## config.mk

```make
export PLATFORM = sky130hd
export DESIGN_NAME = line_byte_field_selector_core
export DESIGN_NICKNAME = d
export VERILOG_FILES = /design/src/rtl/lbfs_pkg.sv /design/src/rtl/lbfs_datapath.sv /design/src/rtl/lbfs_ctrl.sv /design/src/rtl/line_byte_field_selector_core.sv
export SDC_FILE = /design/constraint.sdc
export NUM_CORES = 2
export LEC_CHECK = 0
export BUFFER_PORTS_ARGS = -buffer_cell sky130_fd_sc_hd__buf_2
export CELL_PAD_IN_SITES_DETAIL_PLACEMENT = 2
export CELL_PAD_IN_SITES_GLOBAL_PLACEMENT = 2
export CORE_UTILIZATION = 47
export DETAILED_ROUTE_END_ITERATION = 8
export PLACE_DENSITY_LB_ADDON = 0.15
export SYNTH_ARGS = -nofsm -noshare
export SYNTH_HDL_FRONTEND = slang
export SYNTH_HIERARCHICAL = 1
export SYNTH_SLANG_ARGS = --single-unit
```

## constraint.sdc

```tcl
create_clock -name clk -period 7.43 [get_ports clk]
set_input_delay 1.486 -clock clk [delete_from_list [all_inputs] [get_ports clk]]
set_output_delay 1.486 -clock clk [all_outputs]
set_load 0.03 [all_outputs]
```

## src/rtl/lbfs_pkg.sv

```systemverilog
`timescale 1ns / 1ps

package lbfs_pkg;

  // register indexes on the configuration port
  localparam logic [2:0] REG_CUT_MODE  = 3'd0;
  localparam logic [2:0] REG_DELIMITER = 3'd1;
  localparam logic [2:0] REG_KEEP      = 3'd2;
  localparam logic [2:0] REG_RANGE_A   = 3'd3;

  localparam logic [7:0] NEWLINE_BYTE = 8'd10;
  localparam logic [7:0] TAB_BYTE     = 8'd9;

  // what the single closing byte of a request is
  typedef logic [1:0] tail_kind_t;
  localparam tail_kind_t TAIL_NL    = 2'd0;
  localparam tail_kind_t TAIL_DELIM = 2'd1;
  localparam tail_kind_t TAIL_BYTE  = 2'd2;

  // output register source
  localparam logic OUT_SRC_STORE = 1'b0;
  localparam logic OUT_SRC_TAIL  = 1'b1;

  // controller to datapath
  typedef struct packed {
    logic       load_in;
    logic       sel_cur_en;
    logic       sel_nxt_en;
    logic       inc_pos;
    logic       inc_field;
    logic       set_delim_seen;
    logic       set_printed;
    logic       store_wr;
    logic       set_overflow;
    logic       clear_line;
    logic       rd_start;
    logic       rd_en;
    logic       rd_inc;
    logic       out_load;
    logic       out_src;
    logic       out_last;
    tail_kind_t tail_kind;
  } cmd_t;

  // datapath to controller
  typedef struct packed {
    logic is_nl;
    logic is_delim;
    logic mode;
    logic keep;
    logic delim_seen;
    logic printed;
    logic sel_cur;
    logic sel_nxt;
    logic len_zero;
    logic len_full;
    logic rd_last;
    logic out_free;
  } stat_t;

endpackage

```

## src/rtl/lbfs_datapath.sv

```systemverilog
`timescale 1ns / 1ps

module lbfs_datapath #(
  parameter int FIRST_FIELD_DEPTH = 63,
  parameter int RANGE_COUNT       = 8,
  parameter int COUNT_BITS        = 16
) (
  input  logic                clk,
  input  logic                rst,
  input  logic                cfg_we,
  input  logic [2:0]          cfg_index,
  input  logic [63:0]         cfg_data,
  input  logic [7:0]          s_tdata,
  output logic                m_tvalid,
  input  logic                m_tready,
  output logic [7:0]          m_tdata,
  output logic                m_tlast,
  output logic [0:0]          m_tuser,
  input  lbfs_pkg::cmd_t      cmd,
  output lbfs_pkg::stat_t     stat
);

  localparam int LEN_W = $clog2(FIRST_FIELD_DEPTH + 1);
  localparam int IDX_W = (FIRST_FIELD_DEPTH > 1) ? $clog2(FIRST_FIELD_DEPTH) : 1;
  localparam int CMP_W = (COUNT_BITS > 16) ? COUNT_BITS : 16;

  // configuration registers
  logic                  cut_mode;
  logic [7:0]            delimiter;
  logic                  keep_undelimited;

  // line state
  logic [COUNT_BITS-1:0] position_count;
  logic [COUNT_BITS-1:0] field_count;
  logic                  delimiter_seen;
  logic                  anything_printed;
  logic [LEN_W-1:0]      first_field_length;
  logic                  overflow_flag;

  // per-request registers
  logic [7:0]            byte_reg;
  logic [COUNT_BITS-1:0] probe;
  logic                  sel_cur;
  logic                  sel_nxt;
  logic [LEN_W-1:0]      rd_idx;
  logic [7:0]            rd_data;
  logic [7:0]            store_mem [FIRST_FIELD_DEPTH];

  logic [COUNT_BITS-1:0] pos_inc;
  logic [COUNT_BITS-1:0] field_inc;
  logic [RANGE_COUNT-1:0] lane_hit;
  logic                  probe_sel;
  logic [7:0]            tail_byte;

  assign pos_inc   = (&position_count) ? position_count : position_count + 1'b1;
  assign field_inc = (&field_count) ? field_count : field_count + 1'b1;

  // configuration writes
  always_ff @(posedge clk) begin
    if (rst) begin
      cut_mode         <= 1'b0;
      delimiter        <= lbfs_pkg::TAB_BYTE;
      keep_undelimited <= 1'b1;
    end else if (cfg_we) begin
      if (cfg_index == lbfs_pkg::REG_CUT_MODE) cut_mode <= cfg_data[0];
      if (cfg_index == lbfs_pkg::REG_DELIMITER) delimiter <= cfg_data[7:0];
      if (cfg_index == lbfs_pkg::REG_KEEP) keep_undelimited <= cfg_data[0];
    end
  end

  // range lanes: each compares the probe against one range
  for (genvar k = 0; k < RANGE_COUNT; k++) begin : g_lane
    localparam logic [2:0] LANE_REG = lbfs_pkg::REG_RANGE_A + 3'(k / 2);
    localparam int         LANE_SH  = (k % 2) * 32;
    logic [15:0]      range_lo;
    logic [15:0]      range_hi;
    logic [CMP_W-1:0] lo_ext;
    logic [CMP_W-1:0] hi_ext;
    logic [CMP_W-1:0] p_ext;

    always_ff @(posedge clk) begin
      if (rst) begin
        range_lo <= '0;
        range_hi <= '0;
      end else if (cfg_we && cfg_index == LANE_REG) begin
        range_lo <= cfg_data[LANE_SH +: 16];
        range_hi <= cfg_data[LANE_SH + 16 +: 16];
      end
    end

    assign lo_ext = CMP_W'(range_lo);
    assign hi_ext = CMP_W'(range_hi);
    assign p_ext  = CMP_W'(probe);
    assign lane_hit[k] = (range_lo != 16'd0) && (lo_ext <= p_ext) &&
                         ((range_hi == 16'd0) || (p_ext <= hi_ext));
  end

  assign probe_sel = |lane_hit;

  // input byte, probe and selection results
  always_ff @(posedge clk) begin
    if (cmd.load_in) begin
      byte_reg <= s_tdata;
      probe    <= cut_mode ? field_count : pos_inc;
    end
    if (cmd.sel_cur_en) begin
      sel_cur <= probe_sel;
      probe   <= field_inc;
    end
    if (cmd.sel_nxt_en) sel_nxt <= probe_sel;
  end

  // line state updates
  always_ff @(posedge clk) begin
    if (rst || cmd.clear_line) begin
      position_count     <= '0;
      field_count        <= COUNT_BITS'(1);
      delimiter_seen     <= 1'b0;
      anything_printed   <= 1'b0;
      first_field_length <= '0;
      overflow_flag      <= 1'b0;
    end else begin
      if (cmd.inc_pos) position_count <= pos_inc;
      if (cmd.inc_field) field_count <= field_inc;
      if (cmd.set_delim_seen) delimiter_seen <= 1'b1;
      if (cmd.set_printed) anything_printed <= 1'b1;
      if (cmd.store_wr) first_field_length <= first_field_length + 1'b1;
      if (cmd.set_overflow) overflow_flag <= 1'b1;
    end
  end

  // field-one store
  always_ff @(posedge clk) begin
    if (cmd.store_wr) store_mem[first_field_length[IDX_W-1:0]] <= byte_reg;
    if (cmd.rd_en) rd_data <= store_mem[rd_idx[IDX_W-1:0]];
  end

  // flush read index
  always_ff @(posedge clk) begin
    if (cmd.rd_start) rd_idx <= '0;
    else if (cmd.rd_inc) rd_idx <= rd_idx + 1'b1;
  end

  // closing byte of a request
  always_comb begin
    case (cmd.tail_kind)
      lbfs_pkg::TAIL_DELIM: tail_byte = delimiter;
      lbfs_pkg::TAIL_BYTE:  tail_byte = byte_reg;
      default:              tail_byte = lbfs_pkg::NEWLINE_BYTE;
    endcase
  end

  // output register
  always_ff @(posedge clk) begin
    if (rst) begin
      m_tvalid <= 1'b0;
    end else if (cmd.out_load) begin
      m_tvalid <= 1'b1;
    end else if (m_tready) begin
      m_tvalid <= 1'b0;
    end
  end

  always_ff @(posedge clk) begin
    if (cmd.out_load) begin
      m_tdata    <= (cmd.out_src == lbfs_pkg::OUT_SRC_STORE) ? rd_data : tail_byte;
      m_tlast    <= cmd.out_last;
      m_tuser[0] <= overflow_flag;
    end
  end

  // status to the controller
  always_comb begin
    stat.is_nl      = byte_reg == lbfs_pkg::NEWLINE_BYTE;
    stat.is_delim   = byte_reg == delimiter;
    stat.mode       = cut_mode;
    stat.keep       = keep_undelimited;
    stat.delim_seen = delimiter_seen;
    stat.printed    = anything_printed;
    stat.sel_cur    = sel_cur;
    stat.sel_nxt    = sel_nxt;
    stat.len_zero   = first_field_length == '0;
    stat.len_full   = first_field_length == LEN_W'(FIRST_FIELD_DEPTH);
    stat.rd_last    = rd_idx == first_field_length - 1'b1;
    stat.out_free   = !m_tvalid || m_tready;
  end

endmodule

```

## src/rtl/lbfs_ctrl.sv

```systemverilog
`timescale 1ns / 1ps

module lbfs_ctrl (
  input  logic            clk,
  input  logic            rst,
  input  logic            s_tvalid,
  output logic            s_tready,
  input  lbfs_pkg::stat_t stat,
  output lbfs_pkg::cmd_t  cmd
);

  localparam logic [2:0] S_IDLE = 3'd0;
  localparam logic [2:0] S_SEL1 = 3'd1;
  localparam logic [2:0] S_SEL2 = 3'd2;
  localparam logic [2:0] S_DO   = 3'd3;
  localparam logic [2:0] S_FRD  = 3'd4;
  localparam logic [2:0] S_FOUT = 3'd5;
  localparam logic [2:0] S_TAIL = 3'd6;

  logic [2:0]           state;
  logic [2:0]           state_next;
  logic                 tail_pend;
  logic                 tail_pend_next;
  lbfs_pkg::tail_kind_t tail_kind;
  lbfs_pkg::tail_kind_t tail_kind_next;

  logic first_delim_sel;

  assign s_tready = state == S_IDLE;

  // first delimiter of a line that closes a selected field one
  assign first_delim_sel = !stat.delim_seen && stat.sel_cur;

  always_ff @(posedge clk) begin
    if (rst) begin
      state     <= S_IDLE;
      tail_pend <= 1'b0;
      tail_kind <= lbfs_pkg::TAIL_NL;
    end else begin
      state     <= state_next;
      tail_pend <= tail_pend_next;
      tail_kind <= tail_kind_next;
    end
  end

  // sequencing and commands
  always_comb begin
    state_next     = state;
    tail_pend_next = tail_pend;
    tail_kind_next = tail_kind;
    cmd            = '0;
    cmd.tail_kind  = tail_kind;
    cmd.out_src    = lbfs_pkg::OUT_SRC_TAIL;

    unique case (state)
      S_IDLE: begin
        if (s_tvalid) begin
          cmd.load_in = 1'b1;
          state_next  = S_SEL1;
        end
      end
      S_SEL1: begin
        cmd.sel_cur_en = 1'b1;
        state_next     = S_SEL2;
      end
      S_SEL2: begin
        cmd.sel_nxt_en = 1'b1;
        state_next     = S_DO;
      end
      S_DO: begin
        tail_pend_next = 1'b0;
        state_next     = S_IDLE;
        cmd.rd_start   = 1'b1;
        if (stat.is_nl) begin
          tail_kind_next = lbfs_pkg::TAIL_NL;
          if (!stat.mode || stat.delim_seen) begin
            state_next = S_TAIL;
          end else if (stat.keep) begin
            tail_pend_next = 1'b1;
            state_next     = stat.len_zero ? S_TAIL : S_FRD;
          end else begin
            // undelimited line dropped
            cmd.clear_line = 1'b1;
          end
        end else begin
          cmd.inc_pos = 1'b1;
          if (!stat.mode) begin
            tail_kind_next = lbfs_pkg::TAIL_BYTE;
            if (stat.sel_cur) state_next = S_TAIL;
          end else if (stat.is_delim) begin
            cmd.inc_field      = 1'b1;
            cmd.set_delim_seen = 1'b1;
            cmd.set_printed    = stat.printed || first_delim_sel || stat.sel_nxt;
            tail_kind_next     = lbfs_pkg::TAIL_DELIM;
            tail_pend_next     = stat.sel_nxt && (stat.printed || first_delim_sel);
            if (first_delim_sel && !stat.len_zero) state_next = S_FRD;
            else if (tail_pend_next) state_next = S_TAIL;
          end else if (!stat.delim_seen) begin
            // field one goes to the store until it is full
            cmd.store_wr     = !stat.len_full;
            cmd.set_overflow = stat.len_full;
          end else begin
            tail_kind_next = lbfs_pkg::TAIL_BYTE;
            if (stat.sel_cur) state_next = S_TAIL;
          end
        end
      end
      S_FRD: begin
        cmd.rd_en  = 1'b1;
        state_next = S_FOUT;
      end
      S_FOUT: begin
        if (stat.out_free) begin
          cmd.out_load = 1'b1;
          cmd.out_src  = lbfs_pkg::OUT_SRC_STORE;
          cmd.out_last = stat.rd_last && !tail_pend;
          cmd.rd_inc   = 1'b1;
          if (stat.rd_last) state_next = tail_pend ? S_TAIL : S_IDLE;
          else state_next = S_FRD;
        end
      end
      S_TAIL: begin
        if (stat.out_free) begin
          cmd.out_load   = 1'b1;
          cmd.out_last   = 1'b1;
          cmd.clear_line = tail_kind == lbfs_pkg::TAIL_NL;
          state_next     = S_IDLE;
        end
      end
      default: begin
        state_next = S_IDLE;
      end
    endcase
  end

endmodule

```

## src/rtl/line_byte_field_selector_core.sv

```systemverilog
`timescale 1ns / 1ps
// channel   direction  signals                         contents
// s_        in         s_tvalid s_tready s_tdata       in_byte
// m_        out        m_tvalid m_tready m_tdata/last  out_byte, run_end, overflow_seen
// cfg_      in         cfg_we cfg_index cfg_data       register writes, no read-back
//
// each input byte steps through accept, two range-lane lookups and decide;
// a closing byte adds a tail step; each byte flushed from the field-one store
// adds a read step and an output step, since its read port is registered.
// rst is synchronous; line state and registers return to their reset values
// at once, the store needs no clearing.
// a stalled output holds the sequencer; a new byte is taken while the last
// result of the previous one still waits in the output register.

module line_byte_field_selector_core #(
  parameter int FIRST_FIELD_DEPTH = 63,
  parameter int RANGE_COUNT       = 8,
  parameter int COUNT_BITS        = 16
) (
  input  logic        clk,
  input  logic        rst,
  input  logic        s_tvalid,
  output logic        s_tready,
  input  logic [7:0]  s_tdata,   // [7:0] in_byte
  output logic        m_tvalid,
  input  logic        m_tready,
  output logic [7:0]  m_tdata,   // [7:0] out_byte
  output logic        m_tlast,
  output logic [0:0]  m_tuser,   // [0] overflow_seen
  input  logic        cfg_we,
  input  logic [2:0]  cfg_index,
  input  logic [63:0] cfg_data
);

  lbfs_pkg::cmd_t  cmd;
  lbfs_pkg::stat_t stat;

  // sequencer
  lbfs_ctrl u_ctrl (
    .clk      (clk),
    .rst      (rst),
    .s_tvalid (s_tvalid),
    .s_tready (s_tready),
    .stat     (stat),
    .cmd      (cmd)
  );

  // counters, ranges, store and output register
  lbfs_datapath #(
    .FIRST_FIELD_DEPTH (FIRST_FIELD_DEPTH),
    .RANGE_COUNT       (RANGE_COUNT),
    .COUNT_BITS        (COUNT_BITS)
  ) u_datapath (
    .clk       (clk),
    .rst       (rst),
    .cfg_we    (cfg_we),
    .cfg_index (cfg_index),
    .cfg_data  (cfg_data),
    .s_tdata   (s_tdata),
    .m_tvalid  (m_tvalid),
    .m_tready  (m_tready),
    .m_tdata   (m_tdata),
    .m_tlast   (m_tlast),
    .m_tuser   (m_tuser),
    .cmd       (cmd),
    .stat      (stat)
  );

endmodule

```

==> impl_metrics.csv <==
group,metric,value,unit
setup_path,required,7.73,ns
route,via_count,30400,
sta,setup-tns-final,0,ns
clock_tree,cts_buffer_depth,3,
synthesis,synthCells,3457,
power_and_ir_drop,p_comb_share,10.2,%
route,route.final.wire_length,158000,um
sta,post-route-period-util,66.1,%
global_route,antenna_found_initial,8,
sta,finalWorstSetupSlack,2.52,ns
floorplan,rows,107,
power_and_ir_drop,pwr-share-clk,43.8,%
synthesis,syn_area,40500,um^2
route,drtIter0Drc,2613,
synthesis,synth_flop_cell,"edfxtp_1",
setup_path,ff2ff_path_depth,9,
sta,setup_viol,0,
sta,hold_violations,0,
synthesis,yosys.cell_types.count,73,
synthesis,synth-warning-count,6,
global_route,grt_pass1_vias,33100,
sta,relSlewSlack,10.2,%
setup_path,critical_path_class,"flop to flop",
floorplan,initial_core_util,47.5,%
cells_and_area,nNetsFinal,3862,
clock_tree,worstSkewPairLatency,0.74,ns
setup_path,path_max_fanout,25,
power_and_ir_drop,switching_share,26.6,%
power_and_ir_drop,p_per_area,253,nW/um^2
clock_tree,cts_made_buffers,95,
clock_tree,cts_resized,0,
placed_design,post-place-ws,2.83,ns
sta,fmax,204,MHz
clock_tree,cts_max_level,3,
synthesis,synth.top_cell.area_share,40.7,%
placed_design,dp_cells,4565,
global_route,grt_pass1_wl,230000,um
route,routedWlPerCell,33.2,um
placed_design,port_buffers,91,
sta,slew_violations,0,
setup_path,cp_num_buf_inv,1,
route,ant_nets,0,
hold_path,whs_endpoint,"u_datapath/g_lane[0].hi_ext[11]",
setup_path,cpPeakStageDelay,1.12,ns
sta,rsz0062_at_grt,"no",
cells_and_area,finalNonFillerCells,4747,
synthesis,yosys-top-cells-count,"637 x nand2_1, 548 x edfxtp_1, 397 x a21oi_1, 320 x dfxtp_1, 263 x ha_1",
global_route,grt_util_all_layers,36.4,%
placed_design,finalWeightedCongestion,0.870,
synthesis,synth_edf_count,548,
sta,clock_skew,0.0677,ns
global_route,grt_max_degree,89,
power_and_ir_drop,p_switching,3.04,mW
setup_path,end_kind,"flop",
floorplan,die_height,295,um
synthesis,ys_seq_area_share,56.5,%
setup_path,rrSetupSlack,2.52,ns
cells_and_area,drive_gt1_share,13.3,%
clock_tree,clk_pin_slew,0.06,ns
clock_tree,cts_setup_buffers,0,
synthesis,ys_seq_elements,868,
synthesis,synth_area_leaders,"edfxtp_1 41%, dfxtp_1 16%, mux4_2 8.4%",
cells_and_area,fill_cells,8169,
power_and_ir_drop,internal_power,8.40,mW
synthesis,synth_area_per_cell,11.7,um^2
synthesis,synthesis.nets,3800,
setup_path,r2r_end,"u_datapath/store_mem[14][7]",
route,drc,0,
clock_tree,cts_tree,"done",
hold_path,min_path_type,"flop to flop",
clock_tree,cts_hold_buffers,0,
sta,worst_slew_pin_slew,1.34,ns
sta,min_period,4.91,ns
hold_path,hold_start,"u_datapath/g_lane[0].hi_ext[11]",
setup_path,start_kind,"flop",
setup_path,slowest_stage,"edfxtp_1",
placed_design,hpwl,101000,um
setup_path,cp_top_family,"simple AND/OR/NAND/NOR gates",
synthesis,yosysMostFrequentCell,"nand2_1",
cells_and_area,fin_util,53.1,%
route,drtPass1Iterations,8,
power_and_ir_drop,power_leakage,15.2,nW
floorplan,die_x,295,um
cells_and_area,largest_reg_flops,504,
status,outcome,"finished clean",
power_and_ir_drop,power.share.sequential,46.0,%
hold_path,holdPathStages,2,
synthesis,yosysTopAreaCell,"edfxtp_1",
setup_path,r2r-start,"u_datapath/byte_reg[5]",
floorplan,dieArea,87300,um^2
clock_tree,cts-root-buf,"clkbuf_16",
global_route,grt_overflow,0,
run,drv_cap,0,
setup_path,crit_top_cell,"nor2_1",
cells_and_area,syn2layout_area_growth,11.7,%
synthesis,async_reset_ff_share,0,%
clock_tree,clock_sinks,868,
power_and_ir_drop,peakVddDrop,213,uV
setup_path,cp_cell_sequence,"nor2_1, and4b_1, nor2b_2, nand2_1, nor4_2, buf_4, nor2b_1, nand3_1, nor2_1",
setup_path,cp.arrival,5.21,ns
floorplan,coreArea,85100,um^2
route,via_per_inst,6.41,
floorplan,num_io_pins,92,
==> cells by family after synthesis <==
| logic type | after synthesis | synth area share [%] |
|---|---|---|
| flip-flops | 868 | 56.5 |
| buffers and inverters | 342 | 3.45 |
| XOR/XNOR | 57 | 1.23 |
| multiplexers | 192 | 9.41 |
| AO/OA/AOI/OAI | 581 | 8.23 |
| AND/OR/NAND/NOR | 1154 | 13.0 |
| adder cells (fa/ha/maj) | 263 | 8.13 |
==> worst register-to-register path, stage by stage, from the launching register on <==
cell,delay (ns)
edfxtp_1,1.12
nor2_1,0.14
and4b_1,0.40
nor2b_2,0.27
nand2_1,0.17
nor4_2,0.26
buf_4,0.27
nor2b_1,0.24
nand3_1,0.54
nor2_1,1.10
==> power by group through the flow <==
stage | Sequential (mW) | Combinational (mW) | Clock, mW
2_1_floorplan | 5.38 | 0.602 | 0
3_3_place_gp | 5.36 | 1.04 | 0
3_5_place_dp | 5.36 | 1.12 | 0
4_1_cts | 5.26 | 1.15 | 5.07
5_1_grt | 5.27 | 1.24 | 5.22
6_report | 5.26 | 1.16 | 5.01
==> routing by layer <==
metal	part of all wire [%]	GRT usage (%)	up-vias	routed length [um]
li1	-	-	12800	-
met1	39	44.2	15900	61500
met2	49	62.1	1265	78100
met3	5.6	5.67	443	8770
met4	6.0	19.7	8	9410
met5	0.035	0	-	56
==> through the flow <==
step | total power [mW] | area (um^2) | hold WS [ns]
floorplan | 5.98 | 40500 | 0.409
global placement | 6.39 | 42000 | 0.460
detailed placement | 6.49 | 42000 | 0.470
CTS | 11.5 | 45200 | 0.483
global route | 11.7 | 45200 | 0.494
finish | 11.4 | 45200 | 0.479
==> worst max-delay path by stage <==
stage	startpoint	to	slack, ns	depth (start not counted)
2_1_floorplan	u_datapath/byte_reg[2]	u_datapath/store_mem[46][0]	3.87	9
3_3_place_gp	u_datapath/byte_reg[5]	u_datapath/store_mem[57][4]	3.35	9
3_5_place_dp	u_datapath/byte_reg[5]	u_datapath/store_mem[34][3]	2.83	9
4_1_cts	u_datapath/byte_reg[5]	u_datapath/store_mem[17][2]	2.59	8
5_1_grt	u_datapath/byte_reg[5]	u_datapath/store_mem[14][1]	2.49	9
6_report	u_datapath/byte_reg[5]	u_datapath/store_mem[14][7]	2.52	9
==> cell type report <==
class	instances	area (um^2)	area share, %
sequential	868	22900	50.6
multi-input combinational	2247	16300	36.0
clock buffer	122	2550	5.64
tap	1144	1430	3.17
timing repair buffer	138	821	1.82
clock inverter	56	636	1.41
inverter	169	634	1.40
antenna	3	7.51	0.0166
==> placed cells by master (no fill, tap or decap), types with 11 or more instances in the layout <==
cell	count
ha_1	263
buf_4	46
nor4_1	72
clkbuf_1	22
inv_1	168
a21o_1	20
a211oi_1	13
edfxtp_1	548
mux4_2	150
nand3_1	55
nor3_1	21
dfxtp_1	317
or4_1	11
clkinv_2	20
bufinv_16	11
clkbuf_16	97
and2_1	12
buf_2	90
nor2_1	151
o21ai_0	45
and3_1	11
mux2i_1	35
nand4_1	75
nand2_1	637
a21oi_1	397
nor2b_1	27
xnor2_1	23
a221oi_1	12
nand2b_1	11
clkinv_1	14
xor2_1	34
and4_1	27
o211ai_1	26
Note: power is estimated with default switching activity, not from simulation.
